<file path="config.mk">
export PLATFORM = sky130hd
export DESIGN_NAME = square_lattice_neighbor_generator_flat
export DESIGN_NICKNAME = d
export VERILOG_FILES = /design/src/hdl/slng_pkg.sv /design/src/hdl/slng_if.sv /design/src/hdl/slng_csr.sv /design/src/hdl/slng_div_step.sv /design/src/hdl/slng_emit.sv /design/src/hdl/square_lattice_neighbor_generator.sv /design/src/flat_wrapper.sv
export SDC_FILE = /design/constraint.sdc
export NUM_CORES = 2
export LEC_CHECK = 0
export BUFFER_PORTS_ARGS = -buffer_cell sky130_fd_sc_hd__buf_2
export CAP_MARGIN = 20
export CELL_PAD_IN_SITES_DETAIL_PLACEMENT = 2
export CELL_PAD_IN_SITES_GLOBAL_PLACEMENT = 2
export CORE_ASPECT_RATIO = 0.8
export CORE_MARGIN = 2
export CORE_UTILIZATION = 40
export CTS_CLUSTER_DIAMETER = 30
export DETAILED_ROUTE_END_ITERATION = 10
export HOLD_SLACK_MARGIN = 0.12
export PLACE_DENSITY = 0.81
export SKIP_CTS_REPAIR_TIMING = 1
export SYNTH_ARGS = -nofsm -noshare
export SYNTH_HDL_FRONTEND = slang
export SYNTH_SLANG_ARGS = --single-unit
</file>
<file path="constraint.sdc">
create_clock -name clock -period 9.22 [get_ports clock]
set_clock_uncertainty 0.2 [all_clocks]
set_input_delay 2.766 -clock clock [delete_from_list [all_inputs] [get_ports clock]]
set_output_delay 2.766 -clock clock [all_outputs]
set_load 0.02 [all_outputs]
</file>
<file path="src/hdl/slng_pkg.sv">
// Package for the square lattice neighbour generator.
// Field widths, register and direction codes, and the structs passed between stages.
// No dependencies.
`default_nettype none

package slng_pkg;

   localparam int SITE_W       = 20;
   localparam int SIDE_W       = 11;
   localparam int TOPO_W       = 2;
   localparam int DIR_W        = 2;
   localparam int CNT_W        = 2 * SIDE_W;
   localparam int NLINK        = 4;
   localparam int MAX_SIDE_DEF = 1024;

   localparam int CSR_AW    = 3;
   localparam int CSR_DW    = 32;
   localparam int REG_IDX_W = 1;

   localparam logic [REG_IDX_W-1:0] REG_SIDE = 1'b0;
   localparam logic [REG_IDX_W-1:0] REG_TOPO = 1'b1;

   localparam logic [SIDE_W-1:0] SIDE_RESET = 11'd4;

   localparam logic [TOPO_W-1:0] TOPO_TORUS    = 2'd0;
   localparam logic [TOPO_W-1:0] TOPO_CYLINDER = 2'd1;

   localparam logic [DIR_W-1:0] DIR_UP    = 2'd0;
   localparam logic [DIR_W-1:0] DIR_DOWN  = 2'd1;
   localparam logic [DIR_W-1:0] DIR_LEFT  = 2'd2;
   localparam logic [DIR_W-1:0] DIR_RIGHT = 2'd3;

   typedef struct packed {
      logic [SIDE_W-1:0] side_length;
      logic [TOPO_W-1:0] topology;
   } cfg_type;

   typedef struct packed {
      logic [SITE_W-1:0] site;
      logic [SITE_W-1:0] rem;
      logic [SIDE_W-1:0] side;
      logic [CNT_W-1:0]  count;
   } div_type;

   typedef struct packed {
      logic [SITE_W-1:0] neighbor;
      logic [DIR_W-1:0]  dir;
      logic              oor;
   } link_type;

   typedef struct packed {
      logic [SITE_W-1:0]          source;
      link_type [NLINK-1:0]       slot;
      logic [NLINK-1:0]           mask;
   } bundle_type;

endpackage

`default_nettype wire

</file>
<file path="src/hdl/slng_if.sv">
// Channel interfaces for the square lattice neighbour generator.
// Valid/ready channels for site requests and link results; depends on slng_pkg.
`default_nettype none

interface slng_req_if import slng_pkg::*; ();
   logic              valid;
   logic              ready;
   logic [SITE_W-1:0] site;

   modport source (output valid, output site, input ready);
   modport sink (input valid, input site, output ready);
endinterface

interface slng_rsp_if import slng_pkg::*; ();
   logic              valid;
   logic              ready;
   logic [SITE_W-1:0] source_site;
   logic [SITE_W-1:0] neighbor_site;
   logic [DIR_W-1:0]  direction;
   logic              is_last;
   logic              out_of_range;

   modport source (output valid, output source_site, output neighbor_site,
                   output direction, output is_last, output out_of_range, input ready);
   modport sink (input valid, input source_site, input neighbor_site,
                 input direction, input is_last, input out_of_range, output ready);
endinterface

`default_nettype wire

</file>
<file path="src/hdl/slng_csr.sv">
// APB register file of the neighbour generator: side length and topology.
// Depends on slng_pkg.
`default_nettype none

module slng_csr import slng_pkg::*; (
   input  wire logic              clock,
   input  wire logic              reset,
   input  wire logic              psel,
   input  wire logic              penable,
   input  wire logic              pwrite,
   input  wire logic [CSR_AW-1:0] paddr,
   input  wire logic [CSR_DW-1:0] pwdata,
   output logic      [CSR_DW-1:0] prdata,
   output logic                   pready,
   output cfg_type                cfg
);

   logic [SIDE_W-1:0]    side_ff, side_in;
   logic [TOPO_W-1:0]    topo_ff, topo_in;
   logic [REG_IDX_W-1:0] idx;
   logic                 wr;

   assign idx    = paddr[CSR_AW-1 -: REG_IDX_W];
   assign wr     = psel && penable && pwrite && pready;
   assign pready = 1'b1;

   always_comb begin
      side_in = side_ff;
      topo_in = topo_ff;
      if (wr) begin
         unique case (idx)
            REG_SIDE: side_in = pwdata[SIDE_W-1:0];
            REG_TOPO: topo_in = pwdata[TOPO_W-1:0];
            default: ;
         endcase
      end
   end

   always_ff @(posedge clock) begin
      if (reset) begin
         side_ff <= SIDE_RESET;
         topo_ff <= TOPO_TORUS;
      end else begin
         side_ff <= side_in;
         topo_ff <= topo_in;
      end
   end

   always_comb begin
      unique case (idx)
         REG_SIDE: prdata = CSR_DW'(side_ff);
         REG_TOPO: prdata = CSR_DW'(topo_ff);
         default:  prdata = '0;
      endcase
   end

   assign cfg.side_length = side_ff;
   assign cfg.topology    = topo_ff;

endmodule

`default_nettype wire

</file>
<file path="src/hdl/slng_div_step.sv">
// One restoring step of the site-by-side remainder, as a registered pipeline stage.
// Subtracts side shifted by SHIFT where it fits; depends on slng_pkg.
`default_nettype none

module slng_div_step import slng_pkg::*; #(
   parameter int QW    = 10,
   parameter int SHIFT = 0
) (
   input  wire logic    clock,
   input  wire logic    reset,
   input  wire logic    in_valid,
   output logic         in_ready,
   input  wire div_type in_data,
   output logic         out_valid,
   input  wire logic    out_ready,
   output div_type      out_data
);

   localparam int CW = (SIDE_W + QW > SITE_W) ? SIDE_W + QW : SITE_W;

   logic [CW-1:0] divisor;
   logic [CW-1:0] rem_x;
   logic [CW-1:0] diff;
   div_type       data_ff, data_in;
   logic          valid_ff;

   always_comb begin
      divisor = CW'(in_data.side) << SHIFT;
      rem_x   = CW'(in_data.rem);
      diff    = rem_x - divisor;
      data_in = in_data;
      if (rem_x >= divisor) begin
         data_in.rem = diff[SITE_W-1:0];
      end
   end

   assign in_ready = !valid_ff || out_ready;

   always_ff @(posedge clock) begin
      if (reset) begin
         valid_ff <= 1'b0;
      end else if (in_ready) begin
         valid_ff <= in_valid;
      end
   end

   always_ff @(posedge clock) begin
      if (in_ready && in_valid) begin
         data_ff <= data_in;
      end
   end

   assign out_valid = valid_ff;
   assign out_data  = data_ff;

endmodule

`default_nettype wire

</file>
<file path="src/hdl/slng_emit.sv">
// Link stage and result sequencer: builds up to four neighbour links per site,
// then sends them one per cycle while rsp is ready, in topology order. Depends on slng_pkg, slng_if.
`default_nettype none

module slng_emit import slng_pkg::*; (
   input  wire logic              clock,
   input  wire logic              reset,
   input  wire logic [TOPO_W-1:0] topology,
   input  wire logic              in_valid,
   output logic                   in_ready,
   input  wire div_type           in_data,
   slng_rsp_if.source             rsp
);

   localparam int AW = CNT_W + 1;

   logic [AW-1:0]     site_x, side_x, cnt_x, right_s;
   logic [AW-1:0]     up_w, down_w, left_w, right_w;
   logic [SIDE_W-1:0] pos, sm1;
   logic              oor, at_first, at_last, has_left, has_right;
   link_type          l_up, l_down, l_left, l_right;
   bundle_type        lnk_ff, lnk_in, out_ff;
   logic              lnk_v_ff, out_v_ff, lnk_ready, out_ready_up, fire, last;
   logic [1:0]        pick_idx;
   logic [NLINK-1:0]  pick;

   // Build links
   always_comb begin
      site_x    = AW'(in_data.site);
      side_x    = AW'(in_data.side);
      cnt_x     = AW'(in_data.count);
      pos       = in_data.rem[SIDE_W-1:0];
      sm1       = in_data.side - SIDE_W'(1);
      oor       = (in_data.side == '0) || (site_x >= cnt_x);
      at_first  = pos == '0;
      at_last   = pos == sm1;
      right_s   = site_x + side_x;
      has_left  = site_x >= side_x;
      has_right = right_s < cnt_x;
      up_w      = at_first ? site_x + side_x - AW'(1) : site_x - AW'(1);
      down_w    = at_last ? site_x - AW'(sm1) : site_x + AW'(1);
      left_w    = has_left ? site_x - side_x : site_x + cnt_x - side_x;
      right_w   = has_right ? right_s : right_s - cnt_x;

      l_up    = '{neighbor: up_w[SITE_W-1:0], dir: DIR_UP, oor: 1'b0};
      l_down  = '{neighbor: down_w[SITE_W-1:0], dir: DIR_DOWN, oor: 1'b0};
      l_left  = '{neighbor: left_w[SITE_W-1:0], dir: DIR_LEFT, oor: 1'b0};
      l_right = '{neighbor: right_w[SITE_W-1:0], dir: DIR_RIGHT, oor: 1'b0};

      lnk_in.source = in_data.site;
      if (oor) begin
         lnk_in.slot    = '0;
         lnk_in.slot[0] = '{neighbor: '0, dir: DIR_UP, oor: 1'b1};
         lnk_in.mask    = 4'b0001;
      end else if (topology == TOPO_TORUS) begin
         lnk_in.slot = {l_right, l_down, l_left, l_up};
         lnk_in.mask = 4'b1111;
      end else if (topology == TOPO_CYLINDER) begin
         lnk_in.slot = {l_right, l_left, l_down, l_up};
         lnk_in.mask = {has_right, has_left, 2'b11};
      end else begin
         lnk_in.slot = {l_right, l_left, l_down, l_up};
         lnk_in.mask = {has_right, has_left, !at_last, !at_first};
      end
   end

   assign lnk_ready = !lnk_v_ff || out_ready_up;
   assign in_ready  = lnk_ready;

   always_ff @(posedge clock) begin
      if (reset) begin
         lnk_v_ff <= 1'b0;
      end else if (lnk_ready) begin
         lnk_v_ff <= in_valid;
      end
   end

   always_ff @(posedge clock) begin
      if (lnk_ready && in_valid) begin
         lnk_ff <= lnk_in;
      end
   end

   // Send links
   always_comb begin
      pick_idx = 2'd0;
      for (int i = NLINK - 1; i >= 0; i--) begin
         if (out_ff.mask[i]) begin
            pick_idx = 2'(i);
         end
      end
      pick = NLINK'(1) << pick_idx;
   end

   assign last         = (out_ff.mask & ~pick) == '0;
   assign fire         = out_v_ff && rsp.ready;
   assign out_ready_up = !out_v_ff || (fire && last);

   always_ff @(posedge clock) begin
      if (reset) begin
         out_v_ff <= 1'b0;
      end else if (out_ready_up) begin
         out_v_ff <= lnk_v_ff && (lnk_ff.mask != '0);
      end
   end

   always_ff @(posedge clock) begin
      if (out_ready_up && lnk_v_ff) begin
         out_ff <= lnk_ff;
      end else if (fire) begin
         out_ff.mask <= out_ff.mask & ~pick;
      end
   end

   assign rsp.valid         = out_v_ff;
   assign rsp.source_site   = out_ff.source;
   assign rsp.neighbor_site = out_ff.slot[pick_idx].neighbor;
   assign rsp.direction     = out_ff.slot[pick_idx].dir;
   assign rsp.out_of_range  = out_ff.slot[pick_idx].oor;
   assign rsp.is_last       = last;

endmodule

`default_nettype wire

</file>
<file path="src/hdl/square_lattice_neighbor_generator.sv">
// Square lattice neighbour generator, top level.
// Depends on slng_pkg, slng_if, slng_csr, slng_div_step and slng_emit.
//
// Usage: send a site index on req_chan; the block returns that site's neighbour
// links on rsp_chan, one item per link, the final one flagged is_last. Torus
// gives up, left, down, right; cylinder and open give up, down, left, right,
// dropping links that do not exist. A site at or beyond side squared gives one
// item with out_of_range set. An open lattice of side one gives no items.
// Side length and topology are set through the csr_ APB port while idle.
// Pipeline: an input register, then one divide stage per quotient bit, Q stages
// where Q is the bit count of the largest quotient (10 at MAX_SIDE 1024), then
// a link register and an output register. Throughput: one link per cycle while
// rsp_chan is ready; the sequencer at the output sets that rate.
// Reset clears all pipeline valid bits and sets side 4, torus. When rsp_chan
// stalls the pipeline fills and then req_chan.ready drops; nothing is lost.
`default_nettype none

module square_lattice_neighbor_generator import slng_pkg::*; #(
   parameter int MAX_SIDE = MAX_SIDE_DEF
) (
   input  wire logic              clock,
   input  wire logic              reset,
   slng_req_if.sink               req_chan,
   slng_rsp_if.source             rsp_chan,
   input  wire logic              csr_psel,
   input  wire logic              csr_penable,
   input  wire logic              csr_pwrite,
   input  wire logic [CSR_AW-1:0] csr_paddr,
   input  wire logic [CSR_DW-1:0] csr_pwdata,
   output logic      [CSR_DW-1:0] csr_prdata,
   output logic                   csr_pready
);

   localparam int SIDE_CAP = (MAX_SIDE < (2 ** SIDE_W) - 1) ? MAX_SIDE : (2 ** SIDE_W) - 1;
   localparam int QW       = (SIDE_CAP > 1) ? $clog2(SIDE_CAP) : 1;

   cfg_type           cfg;
   logic [SIDE_W-1:0] side_sat;
   logic [CNT_W-1:0]  count_in;
   div_type           front_ff;
   logic              front_v_ff;

   div_type           d_chain [QW+1];
   logic              v_chain [QW+1];
   logic              r_chain [QW+1];

   slng_csr u_csr (
      .clock   (clock),
      .reset   (reset),
      .psel    (csr_psel),
      .penable (csr_penable),
      .pwrite  (csr_pwrite),
      .paddr   (csr_paddr),
      .pwdata  (csr_pwdata),
      .prdata  (csr_prdata),
      .pready  (csr_pready),
      .cfg     (cfg)
   );

   // Saturate side and square it
   always_comb begin
      if (32'(cfg.side_length) > 32'(MAX_SIDE)) begin
         side_sat = SIDE_W'(MAX_SIDE);
      end else begin
         side_sat = cfg.side_length;
      end
      count_in = CNT_W'(side_sat) * CNT_W'(side_sat);
   end

   assign req_chan.ready = !front_v_ff || r_chain[0];

   always_ff @(posedge clock) begin
      if (reset) begin
         front_v_ff <= 1'b0;
      end else if (req_chan.ready) begin
         front_v_ff <= req_chan.valid;
      end
   end

   always_ff @(posedge clock) begin
      if (req_chan.ready && req_chan.valid) begin
         front_ff.site  <= req_chan.site;
         front_ff.rem   <= req_chan.site;
         front_ff.side  <= side_sat;
         front_ff.count <= count_in;
      end
   end

   assign d_chain[0] = front_ff;
   assign v_chain[0] = front_v_ff;

   for (genvar i = 0; i < QW; i++) begin : g_div
      slng_div_step #(
         .QW    (QW),
         .SHIFT (QW - 1 - i)
      ) u_step (
         .clock     (clock),
         .reset     (reset),
         .in_valid  (v_chain[i]),
         .in_ready  (r_chain[i]),
         .in_data   (d_chain[i]),
         .out_valid (v_chain[i+1]),
         .out_ready (r_chain[i+1]),
         .out_data  (d_chain[i+1])
      );
   end

   slng_emit u_emit (
      .clock    (clock),
      .reset    (reset),
      .topology (cfg.topology),
      .in_valid (v_chain[QW]),
      .in_ready (r_chain[QW]),
      .in_data  (d_chain[QW]),
      .rsp      (rsp_chan)
   );

endmodule

`default_nettype wire

</file>
<file path="src/flat_wrapper.sv">
// flat-port wrapper written by rule: the top's interface ports become plain ports
module square_lattice_neighbor_generator_flat import slng_pkg::*;
#(
   parameter int MAX_SIDE = MAX_SIDE_DEF
)
  (clock, reset, csr_psel, csr_penable, csr_pwrite, csr_paddr, csr_pwdata, csr_prdata, csr_pready, req_chan_valid, req_chan_site, req_chan_ready, rsp_chan_valid, rsp_chan_source_site, rsp_chan_neighbor_site, rsp_chan_direction, rsp_chan_is_last, rsp_chan_out_of_range, rsp_chan_ready);
  slng_req_if req_chan_i ();
  slng_rsp_if rsp_chan_i ();
  input  wire logic clock;
  input  wire logic reset;
  input  wire logic csr_psel;
  input  wire logic csr_penable;
  input  wire logic csr_pwrite;
  input  wire logic [CSR_AW-1:0] csr_paddr;
  input  wire logic [CSR_DW-1:0] csr_pwdata;
  output logic      [CSR_DW-1:0] csr_prdata;
  output logic csr_pready;
  input wire logic [$bits(req_chan_i.valid)-1:0] req_chan_valid;
  input wire logic [$bits(req_chan_i.site)-1:0] req_chan_site;
  output wire logic [$bits(req_chan_i.ready)-1:0] req_chan_ready;
  output wire logic [$bits(rsp_chan_i.valid)-1:0] rsp_chan_valid;
  output wire logic [$bits(rsp_chan_i.source_site)-1:0] rsp_chan_source_site;
  output wire logic [$bits(rsp_chan_i.neighbor_site)-1:0] rsp_chan_neighbor_site;
  output wire logic [$bits(rsp_chan_i.direction)-1:0] rsp_chan_direction;
  output wire logic [$bits(rsp_chan_i.is_last)-1:0] rsp_chan_is_last;
  output wire logic [$bits(rsp_chan_i.out_of_range)-1:0] rsp_chan_out_of_range;
  input wire logic [$bits(rsp_chan_i.ready)-1:0] rsp_chan_ready;
  assign req_chan_i.valid = req_chan_valid;
  assign req_chan_i.site = req_chan_site;
  assign req_chan_ready = req_chan_i.ready;
  assign rsp_chan_valid = rsp_chan_i.valid;
  assign rsp_chan_source_site = rsp_chan_i.source_site;
  assign rsp_chan_neighbor_site = rsp_chan_i.neighbor_site;
  assign rsp_chan_direction = rsp_chan_i.direction;
  assign rsp_chan_is_last = rsp_chan_i.is_last;
  assign rsp_chan_out_of_range = rsp_chan_i.out_of_range;
  assign rsp_chan_i.ready = rsp_chan_ready;
  square_lattice_neighbor_generator #(.MAX_SIDE(MAX_SIDE)) u_core (.clock(clock), .reset(reset), .req_chan(req_chan_i), .rsp_chan(rsp_chan_i), .csr_psel(csr_psel), .csr_penable(csr_penable), .csr_pwrite(csr_pwrite), .csr_paddr(csr_paddr), .csr_pwdata(csr_pwdata), .csr_prdata(csr_prdata), .csr_pready(csr_pready));
endmodule
</file>
=== Yosys cells after proc, flatten, opt, wreduce, memory -nomap -nowiden ===
Index checks and enable logic that the tools add are counted.

* Bits in registers: 1032
* Bits of input ports: 62
* Output and inout port bits: 79
* Word-level logic and storage cells: 214

* Add/sub/neg operators: 20
* Multipliers: 1
* $lt $le $gt $ge: 15
* Equality and inequality tests: 2
* Shift operators: 1
* Mux-type cells: 26
* Bitwise gates (word level): 3
* Reductions and logical operators: 57

{| class="wikitable"
|+ Operators with widths
! kind !! number
|-
| 2-to-1 mux 20 bit || 13
|-
| 2-to-1 mux 73 bit || 1
|-
| case mux 32 bit (2 select lines) || 1
|-
| subtractor 20 x 11 -> 20 bit || 3
|-
| binary-select mux 23 bit (select 2 bit) || 1
|-
| >= comparator 20 x 11 -> 1 bit || 2
|-
| subtractor 20 x 1 -> 20 bit, second input constant || 2
|-
| subtractor 20 bit || 2
|-
| 2-to-1 mux 23 bit || 1
|-
| >= comparator 20 x 22 -> 1 bit || 1
|-
| logical NOT 11 bit || 2
|-
| < comparator 21 x 22 -> 1 bit || 1
|-
| multiplier 11 x 11 -> 22 bit || 1
|-
| 2-to-1 mux 11 bit || 2
|-
| adder 20 x 11 -> 21 bit || 1
|-
| adder 20 x 1 -> 20 bit, second input constant || 1
|-
| adder 20 bit || 1
|-
| >= comparator 20 x 12 -> 1 bit || 1
|-
| >= comparator 20 x 13 -> 1 bit || 1
|-
| >= comparator 20 x 14 -> 1 bit || 1
|-
| >= comparator 20 x 15 -> 1 bit || 1
|-
| >= comparator 20 x 16 -> 1 bit || 1
|-
| >= comparator 20 x 17 -> 1 bit || 1
|-
| >= comparator 20 x 18 -> 1 bit || 1
|-
| other kinds (32) || 82
|}

=== Depth between registers and ports, before layout ===
* Depth in word-level cells: 23
* Mapped depth: 25
* Gate-level depth less buffers: 23

=== Hierarchy ===
Synthesis repeated with hierarchy kept, for this count alone.

* Cell total of the unflattened synthesis: 3924
* Area, all modules: 50903.8 um^2

{| class="wikitable"
|+ By module, submodules not included
! module !! times used !! cells each !! area an instance (um^2) !! seq. area each (um^2)
|-
| slng_emit || 1 || 1437 || 14654.1 || 6526.3
|-
| square_lattice_neighbor_generator || 1 || 455 || 4932.2 || 1551.5
|-
| slng_div_step (u_core.g_div[9].u_step) || 1 || 208 || 3133.0 || 2212.1
|-
| slng_div_step (u_core.g_div[7].u_step) || 1 || 202 || 3116.7 || 2212.1
|-
| slng_div_step (u_core.g_div[8].u_step) || 1 || 198 || 3095.5 || 2212.1
|-
| slng_div_step (u_core.g_div[4].u_step) || 1 || 213 || 3084.2 || 2212.1
|-
| slng_div_step (u_core.g_div[5].u_step) || 1 || 204 || 3069.2 || 2212.1
|-
| slng_div_step (u_core.g_div[2].u_step) || 1 || 194 || 3057.9 || 2212.1
|-
| slng_div_step (u_core.g_div[6].u_step) || 1 || 196 || 3045.4 || 2212.1
|-
| slng_div_step (u_core.g_div[3].u_step) || 1 || 173 || 3019.1 || 2212.1
|-
| slng_div_step (u_core.g_div[1].u_step) || 1 || 186 || 2941.6 || 2212.1
|-
| slng_div_step (u_core.g_div[0].u_step) || 1 || 167 || 2924.1 || 2212.1
|-
| slng_csr || 1 || 91 || 830.8 || 260.2
|}

=== Worst setup path before layout ===
No wires, ideal clock.

* Path type: input to register
* From: in rsp_chan_ready
* To: reg u_core.g_div[8].u_step.data_ff (netlist bit u_core.g_div[8].u_step.out_data[10]) (enable)
* Setup time: 0.605 ns
* Arrival time: 8.378 ns
* Data required time: 8.415 ns
* Slack: 0.037 ns
* Stages on the path: 4
* Path buffers: 1
* Cell sequence: a21boi_0 and3_1 clkbuf_1 a21boi_0

* Cells in the longest elaborated chain, start to end: 7

{| class="wikitable"
|+ Ends and longest elaborated chain
! item !! line !! text
|-
| from (decl) || flat_wrapper.sv:27 || <nowiki>input wire logic [$bits(rsp_chan_i.ready)-1:0] rsp_chan_ready;</nowiki>
|-
| logical AND 1 bit || slng_emit.sv:96 || <nowiki>assign fire = out_v_ff && rsp.ready;</nowiki>
|-
| logical AND 1 bit || slng_emit.sv:97 || <nowiki>assign out_ready_up = !out_v_ff || (fire && last);</nowiki>
|-
| logical OR 1 bit || slng_emit.sv:97 ||
|-
| logical OR 1 bit || slng_emit.sv:67 || <nowiki>assign lnk_ready = !lnk_v_ff || out_ready_up;</nowiki>
|-
| logical OR 1 bit (2 in a row) || slng_div_step.sv:37 || <nowiki>assign in_ready = !valid_ff || out_ready;</nowiki>
|-
| logical AND 1 bit || slng_div_step.sv:48 || <nowiki>if (in_ready && in_valid) begin</nowiki>
|-
| to (signal assigned) || slng_div_step.sv:49 || <nowiki>data_ff <= data_in;</nowiki>
|-
| to (decl) || slng_div_step.sv:24 || <nowiki>div_type data_ff, data_in;</nowiki>
|}

No other way between the ends.
A chain may end at the register's enable or synchronous reset.

=== Worst setup path in the final report ===
* From: in rsp_chan_ready
* To: out req_chan_ready

* Cells in the longest elaborated chain, start to end: 15

{| class="wikitable"
|+ Ends and longest elaborated chain
! item !! line !! text
|-
| logical AND 1 bit || slng_emit.sv:96 ||
|-
| logical AND 1 bit || slng_emit.sv:97 ||
|-
| logical OR 1 bit || slng_emit.sv:97 ||
|-
| logical OR 1 bit || slng_emit.sv:67 ||
|-
| logical OR 1 bit (10 in a row) || slng_div_step.sv:37 ||
|-
| logical OR 1 bit || square_lattice_neighbor_generator.sv:70 || <nowiki>assign req_chan.ready = !front_v_ff || r_chain[0];</nowiki>
|-
| to (decl) || flat_wrapper.sv:20 || <nowiki>output wire logic [$bits(req_chan_i.ready)-1:0] req_chan_ready;</nowiki>
|}

No other way between the ends.

==> metrics.txt <==
Design Power=0.0117 W; Starting Density=40.3%; Net Switching=0.00282 W; DP Wirelength=112 mm; Leak=21.2 nW; distinct cell type count after synthesis=87; largest net degree at the start of global routing=75; endpoints failing setup=0; PortBufs=95; Sw Ratio=24.0%; Worst Reg-to-Reg Cells=22; clock power share=55.4%; CP peak stage delay=0.59 ns; asr flop ratio synth=0%; final WL=163 mm; share of cells above drive strength 1=12.1%; reg2reg end=u_core.u_emit.lnk_ff[71]$_SDFFCE_PP0P_; crit-path cells=buf_2, a21boi_0, and2_1, nand4_1, nor2_1, nand3_1, inv_1, nand3_1, buf_2; leading cell types by total area after synthesis=edfxtp_1, ha_1, fa_1; antenna violations before repair=3; commonest non-fill, non-tap cell in the layout=edfxtp_1; cell-internal power=0.00891 W; synthesis-stage register bit count=949; WHS Endpoint=u_core.u_emit.out_ff[49]$_DFFE_PP_; Max rail drop VDD=0.000193 V; Hold Crit Start=u_core.u_emit.lnk_ff[49]$_SDFFCE_PP0P_; Seq pwr share=41.2%; TritonCTS Sinks=949; Final min period=8.56 ns; H-tree depth=4; Area growth, synth to finish=17.6%; hold slack=0.207 ns; Comb power frac=3.4%; hold depth=0; crit start category=input pin; die area=120,000 µm²; CTS Buf Count=180; fin. max-slew vios=0; final hold viol count=0; ports placed on the boundary=141; worst-margin pin slew=1.07 ns; clock slew at reported path FFs=0.05 ns; RSZ-0062 raised after global routing=false; most frequent cells in the layout=edfxtp_1, inv_1, ha_1; Seq/Total Area, Yosys=60.1%; Slew headroom=28.8%; Final #Nets=4,348; first-pass GRT wire length=240 mm; drt wl/cell=29.0 µm; ANT nets after route=0; area leader, netlist=edfxtp_1; Routability Congestion=0.883; Crit-path slowest cell=a21boi_0; Die Y-Extent=311 µm; gr usage total=26.9%; clock buffer depth=3; Arr. time, crit path=5.60 ns; Worst Hold Class=reg -> reg; setup slack after layout=0.658 ns; Synth warnings=0; initial DRC count=2,080; worst reg-to-reg setup slack=1.56 ns; max-cap violations=0; Syn Inst Count=3,700; post-synth top area share=59.0%; outcome=completed; top fanout value on the critical path=5; num rows=112; Die Wd=387 µm; CP Class=in -> out; syn_area_per_cell=12.7 µm²; worst reg2reg startpoint=u_core.g_div[9].u_step.out_data[23]$_DFFE_PP_; Synth Cell Area=47,000 µm²; # DRC=0; Vias=31,621; total grt overflow=0; vias in the first global route=35,808; CTS root buf=clkbuf_16; ys flop type=edfxtp_1; routed vias/inst=5.62; ratio of final minimum period to clock period=92.9%; clock latency at the later pin of the worst-skew pair=0.81 ns; core area=117,000 µm²; WP data required=6.25 ns; Max Freq=0.117 GHz; CP Capture Type=primary output; DP Worst Slack=0.749 ns; drt first pass iters=7; EDFF count, synth=923; PD cells=212 nW/µm²; setup TNS=0 ns; CTS tree=done
==> critical path, delay by kind of cell <==
family / cells / cell delay, ns
buf+inv: 3 / 0.63
simple gates: 5 / 1.60
compound gates: 1 / 0.59
==> cells by family (layout without fill, tap and decap cells) <==
group	after synthesis	count (layout)	share of synthesized area [%]
xor gates and xnor gates	218	218	4.10
adders and majority gates	359	359	10.9
DFF	949	949	60.1
and+or+nand+nor	893	893	9.35
AOI/OAI and AO/OA	679	679	9.27
other	2	40	0.0160
muxes	78	78	1.74
buffers and inverters	522	868	4.54
==> power by group through the flow <==
stage	clock network, W	logic, W	registers [W]
2_1_floorplan	0	0.000258	0.00488
3_3_place_gp	0	0.000319	0.00489
3_5_place_dp	0	0.000370	0.00491
4_1_cts	0.00660	0.000399	0.00483
5_1_grt	0.00676	0.000434	0.00483
6_report	0.00650	0.000404	0.00483
==> cells in the mapped netlist, drive strengths merged, types with 30 or more instances <==
library cell  number
nand2            219
buf               52
a21oi            171
nor3              79
o21a              38
clkbuf            72
o31ai             35
nor2             242
fa                86
nand3             44
mux2i             50
ha               272
o21ai            166
edfxtp           923
nor2b             72
a21boi            35
xor2              66
nand2b            39
and2              35
xnor2            152
inv              396
a21o              41
nor4              30
==> layer usage <==
layer  GRT usage, %  vias to the layer above  routed length [µm]  part of all wire (%)
met3           4.83                      423                7510                   4.6
li1               -                    13821                   -                     -
met4           14.9                        0                9250                   5.7
met1           30.1                    16348               61600                    38
met2           48.4                     1029               84600                    52
met5              0                        -                   0                     0
==> metrics by stage <==
stage | cells | instance area (µm²) | util (%)
global placement | 5283 | 49300 | 42.3
floorplan | 3737 | 47200 | -
CTS | 5620 | 55300 | 47.4
detailed placement | 5283 | 49300 | 42.3
global route | 5622 | 55300 | 47.4
finish | 5623 | 55300 | 47.4
==> area by class of cell <==
class / count / area (µm²)
Clock buffer: 210 / 4670
Tap cell: 1539 / 1930
Clock inverter: 127 / 1280
Antenna cell: 1 / 2.50
Fill cell: 11289 / 61300
Sequential cell: 949 / 28200
Multi-Input combinational cell: 2266 / 16900
Inverter: 398 / 1490
Timing Repair Buffer: 133 / 766
==> flip-flops by register name (all words and copies together), names as in the netlist <==
| register | count |
|---|---|
| u_core.u_csr.topo_ff | 2 |
| u_core.g_div.u_step.out_data | 656 |
| u_core.u_emit.out_ff | 88 |
| u_core.u_emit.rsp.valid | 1 |
| u_core.front_v_ff | 1 |
| u_core.d_chain | 51 |
| u_core.u_csr.side_ff | 11 |
| u_core.g_div.u_step.out_valid | 10 |
| u_core.u_emit.lnk_ff | 108 |
| u_core.u_emit.rsp.source_site | 20 |
| u_core.u_emit.lnk_v_ff | 1 |
==> how the worst max path moves through the flow <==
stage	startpoint	endpoint	slack, ns
after floorplan	rsp_chan_ready	u_core.g_div[8].u_step.out_data[10]$_DFFE_PP_	0.04
after global placement	rsp_chan_ready	req_chan_ready	1.14
after detailed placement	rsp_chan_ready	req_chan_ready	0.75
after CTS	rsp_chan_ready	req_chan_ready	0.65
after global routing	rsp_chan_ready	req_chan_ready	0.55
final	rsp_chan_ready	req_chan_ready	0.66
Note: power is estimated with default switching activity, not from simulation.
